<file path="src/rtl/core/bffz_pkg.sv">
`default_nettype none

package bffz_pkg;

    localparam int MODE_W           = 2;
    localparam int INDEX_W          = 12;
    localparam int BYTE_IDX_W       = 9;
    localparam int POS_W            = 3;
    localparam int BYTE_W           = 8;
    localparam int LEN_W            = 10;
    localparam int IN_DATA_W        = 16;
    localparam int OUT_DATA_W       = 16;
    localparam int INDEX_SPAN_BYTES = 512;
    localparam int DEF_MAP_BYTES    = 512;

    localparam logic [LEN_W-1:0] MAP_BYTES_RST = LEN_W'(512);

    typedef enum logic [MODE_W-1:0] {
        MODE_TEST  = 2'd0,
        MODE_SET   = 2'd1,
        MODE_CLEAR = 2'd2,
        MODE_FIND  = 2'd3
    } t_mode;

    typedef enum logic [2:0] {
        ST_CLEAR,
        ST_IDLE,
        ST_ACCESS,
        ST_SCAN,
        ST_DONE
    } t_state;

    typedef struct packed {
        logic clear;
        logic accept;
        logic access;
        logic scan;
        logic load_out;
    } t_cmd;

    typedef struct packed {
        logic clear_last;
        logic in_find;
        logic scan_hit;
        logic scan_end;
        logic out_free;
    } t_sts;

endpackage

`default_nettype wire

</file>
<file path="src/rtl/core/bffz_ctrl.sv">
`default_nettype none

module bffz_ctrl (
    input  wire              i_clk,
    input  wire              i_rst_n,
    input  wire              i_in_valid,
    output logic             o_in_ready,
    output bffz_pkg::t_cmd   o_cmd,
    input  bffz_pkg::t_sts   i_sts
);
    import bffz_pkg::*;

    t_state r_state;
    t_state n_state;

    always_ff @(posedge i_clk) begin
        if (!i_rst_n) begin
            r_state <= ST_CLEAR;
        end else begin
            r_state <= n_state;
        end
    end

    always_comb begin
        n_state    = r_state;
        o_cmd      = '0;
        o_in_ready = 1'b0;
        unique case (r_state)
            ST_CLEAR: begin
                o_cmd.clear = 1'b1;
                if (i_sts.clear_last) begin
                    n_state = ST_IDLE;
                end
            end
            ST_IDLE: begin
                o_in_ready = 1'b1;
                if (i_in_valid) begin
                    o_cmd.accept = 1'b1;
                    n_state      = i_sts.in_find ? ST_SCAN : ST_ACCESS;
                end
            end
            ST_ACCESS: begin
                o_cmd.access = 1'b1;
                n_state      = ST_DONE;
            end
            ST_SCAN: begin
                o_cmd.scan = 1'b1;
                if (i_sts.scan_hit || i_sts.scan_end) begin
                    n_state = ST_DONE;
                end
            end
            ST_DONE: begin
                if (i_sts.out_free) begin
                    o_cmd.load_out = 1'b1;
                    n_state        = ST_IDLE;
                end
            end
            default: begin
                n_state = ST_CLEAR;
            end
        endcase
    end

endmodule

`default_nettype wire

</file>
<file path="config.mk">
export PLATFORM = sky130hd
export DESIGN_NAME = bffz_ctrl
export DESIGN_NICKNAME = d
export VERILOG_FILES = /design/src/rtl/core/bffz_pkg.sv /design/src/rtl/core/bffz_ctrl.sv
export SDC_FILE = /design/constraint.sdc
export NUM_CORES = 1
export LEC_CHECK = 0
export ABC_CLOCK_PERIOD_IN_PS = 1400
export BUFFER_PORTS_ARGS = -buffer_cell sky130_fd_sc_hd__buf_2
export CAP_MARGIN = 10
export CORE_AREA = 2 2 39 41
export CTS_CLUSTER_DIAMETER = 50
export CTS_CLUSTER_SIZE = 40
export DETAILED_ROUTE_END_ITERATION = 10
export DIE_AREA = 0 0 41 43
export GPL_ROUTABILITY_DRIVEN = 0
export GPL_TIMING_DRIVEN = 0
export HOLD_SLACK_MARGIN = 0.02
export PLACE_DENSITY = 0.35
export RECOVER_POWER = 100
export SLEW_MARGIN = 10
export SYNTH_ARGS = -nofsm -noshare
export SYNTH_HDL_FRONTEND = slang
export SYNTH_SLANG_ARGS = --single-unit
</file>
<file path="constraint.sdc">
create_clock -name i_clk -period 1.4 [get_ports i_clk]
set_input_delay 0.14 -clock i_clk [delete_from_list [all_inputs] [get_ports i_clk]]
set_output_delay 0.14 -clock i_clk [all_outputs]
set_load 0.01 [all_outputs]
</file>
==> flow_summary.ini <==
[setup_path]
r2r_end = r_state[0]
worstSetupStartpointType = register
critPathCaptureType = primary output
rr_worst_depth = 5
r2r_start = r_state[0]
r2r_setup_slack_ps = 50
crit_fanout = 2
cp.arrival_ps = 1220
cp_data_required_time_ps = 1260
path_class = reg -> out

[detailed_routing]
drt-initial-drc-count = 4
routedWlPerCell_um = 9.419
drc = 0
met1Wirelength_um = 280
routed_wl_um = 584
num_vias = 254
viasPerCell = 4.097
top_layer = met3
ant_nets = 0
wl_met2_um = 267
dr.pass1.iters = 2
dr_wl_met3_um = 36

[cts]
cts_htree_levels = 1
cts-root-buf = clkbuf_4
clock_latency_ps = 230
cts_made_buffers = 3
cts_tree = yes
ctsLongestPathBuffers = 2
path_clk_slew_ps = 40
clock-sinks = 3

[global_routing]
grt_pass1_wl_um = 993
antenna_found_initial = 0
grt_pass1_vias = 260
grt_overflow = 0
grt_util_all_layers_pct = 8.626
grt_max_degree = 10

[sta]
setup_slack_ps = 42.51
final_hold_viol_count = 0
maxSlewHeadroom_pct = 83.50
skew_ps = 5.132
rsz0062_at_grt = yes
clock.fmax_mhz = 736.7
fin_crit_sh_pct = 96.96
final-setup-viol-count = 0
fin_setup_tns_ps = 0
min_period_ps = 1357
report.final.slew_viol_count = 0
tightest_slew_ps = 247.1

[worst_hold_path]
holdPathEnd = r_state[2]
min_path_type = in -> reg
holdPathStages = 2
hp-start = i_rst_n

[logic_synthesis]
yosysWarningCount = 0
synth_nets = 36
netlist_instances = 28
yosysUniqueCellTypes = 20
syn_avg_cell_area_sq_um = 7.775
synth_seq_area_share_pct = 27.59
synth_area_sq_um = 217.7
ys_seq_elements = 3

[flow_run]
max_cap_viol_count = 0

[final_layout]
fin_area_sq_um = 356.6
insertedDiodeCount = 0
area.growth.synth_to_final_pct = 63.79
fin_nets = 55
final_layout_size_suffix_gt1_share_pct = 52.17
final_util_pct = 25.77
largest_reg_flops = 3
reg_top3 = r_state: 3 flops
fill_cells = 161
final_cell_count_no_fill = 62
top_register = r_state

[floorplan]
start_util_pct = 15.73
ios = 14
core_area_sq_um = 1384
die_x_um = 41
rows = 14
dieArea_sq_um = 1763
chipHeight_um = 43

[power]
power.leakage_nw = 0.1606
powerDensity_nw_per_um2 = 950.6
ir_drop_mv = 0.3308

[placed_design]
postPlaceCellArea_sq_um = 302.8
io_buffers = 13
place_ws_ps = 159.4
place_inst = 57
hpwl_um = 433.2

[run_status]
status = completed
synth_stat cells (all sizes together):
cell type	number	area, sq um
nor3	1	5.000
or4	1	7.510
nand2	1	3.750
o311ai	1	8.760
nand2b	1	6.260
inv	1	3.750
dfxtp	3	60.06
and2	1	6.260
or2b	2	15.01
buf	1	11.26
nor2	5	18.77
and3b	1	10.01
clkbuf	1	5.000
nor3b	1	7.510
and3	1	6.260
mux2i	1	10.01
a21oi	3	18.77
nor4	1	6.260
o21a	1	7.510
kinds of logic after synthesis:
family / synth area share (%)
buffers and inverters: 9.191
DFF: 27.59
AOI/OAI and AO/OA: 16.09
muxes: 4.598
and+or+nand+nor: 42.53
stage by stage:
step	hold WS, ps	power [W]
3_3_place_gp	396.6	0.0001725
6_report	162.5	0.0003390
5_1_grt	180.8	0.0003688
2_1_floorplan	257.5	0.0001422
4_1_cts	153.1	0.0003417
3_5_place_dp	402.2	0.0001723
placed cells by master (no fill, tap or decap):
cell type  count
nand2_1        1
buf_4          2
dfxtp_1        2
clkbuf_2       1
nor2_2         2
nor3b_1        1
buf_2         10
and3b_2        1
inv_1          1
nor2_1         3
nor3_1         1
dfxtp_2        1
and3_1         1
o311ai_2       1
o21a_1         1
clkbuf_1       3
nand2b_1       1
and2_1         1
clkbuf_8       1
a21oi_2        1
nor4_1         1
a21oi_1        2
clkbuf_4       3
mux2i_1        1
or4_4          1
or2b_1         2
timing repair:
item                                    in CTS  in global routing
endpoints found under the setup margin       1                  3
hold buffers                                 0                  0
pin swaps                                    2                  1
buffers inserted                             1                  0
resized for setup                            3                  4
cell type report:
cell class	count	area (sq um)	share of cell area [%]
flip-flops and latches	3	61.31	17.19
inverters	1	3.754	1.053
well taps	16	20.02	5.614
multi-input cells	22	153.9	43.16
plain buffers	2	21.27	5.965
clock buffers	4	26.28	7.368
repair buffers	14	70.07	19.65
worst max-delay path by stage:
stage,startpoint,to,slack [ps]
6_report,r_state[0],o_cmd[3],40
5_1_grt,r_state[0],o_cmd[3],-30
4_1_cts,r_state[0],o_cmd[3],-8
3_5_place_dp,r_state[0],r_state[0],160
3_3_place_gp,r_state[0],r_state[0],140
2_1_floorplan,r_state[0],o_cmd[3],180
power by group:
group | internal [W] | leakage [nW] | switching (W)
Sequential | 0.0000921 | 0.0248 | 0.00000329
Clock | 0.000107 | 0.0150 | 0.0000460
Combinational | 0.0000470 | 0.121 | 0.0000437
Total | 0.000246 | 0.161 | 0.0000930
critical path: stages (launching register included):
cell and delay, ps:
dfxtp_2 310, clkbuf_8 110, or2b_1 240, nor2_2 90, and2_1 120, buf_2 120
per-layer routing:
| layer | GRT usage [%] | vias up |
|---|---|---|
| met5 | 0 | - |
| met4 | 8.000 | 0 |
| met3 | 3.141 | 0 |
| met2 | 10.00 | 12 |
| met1 | 11.54 | 108 |
| li1 | - | 134 |
Note: power is estimated with default switching activity, not from simulation.
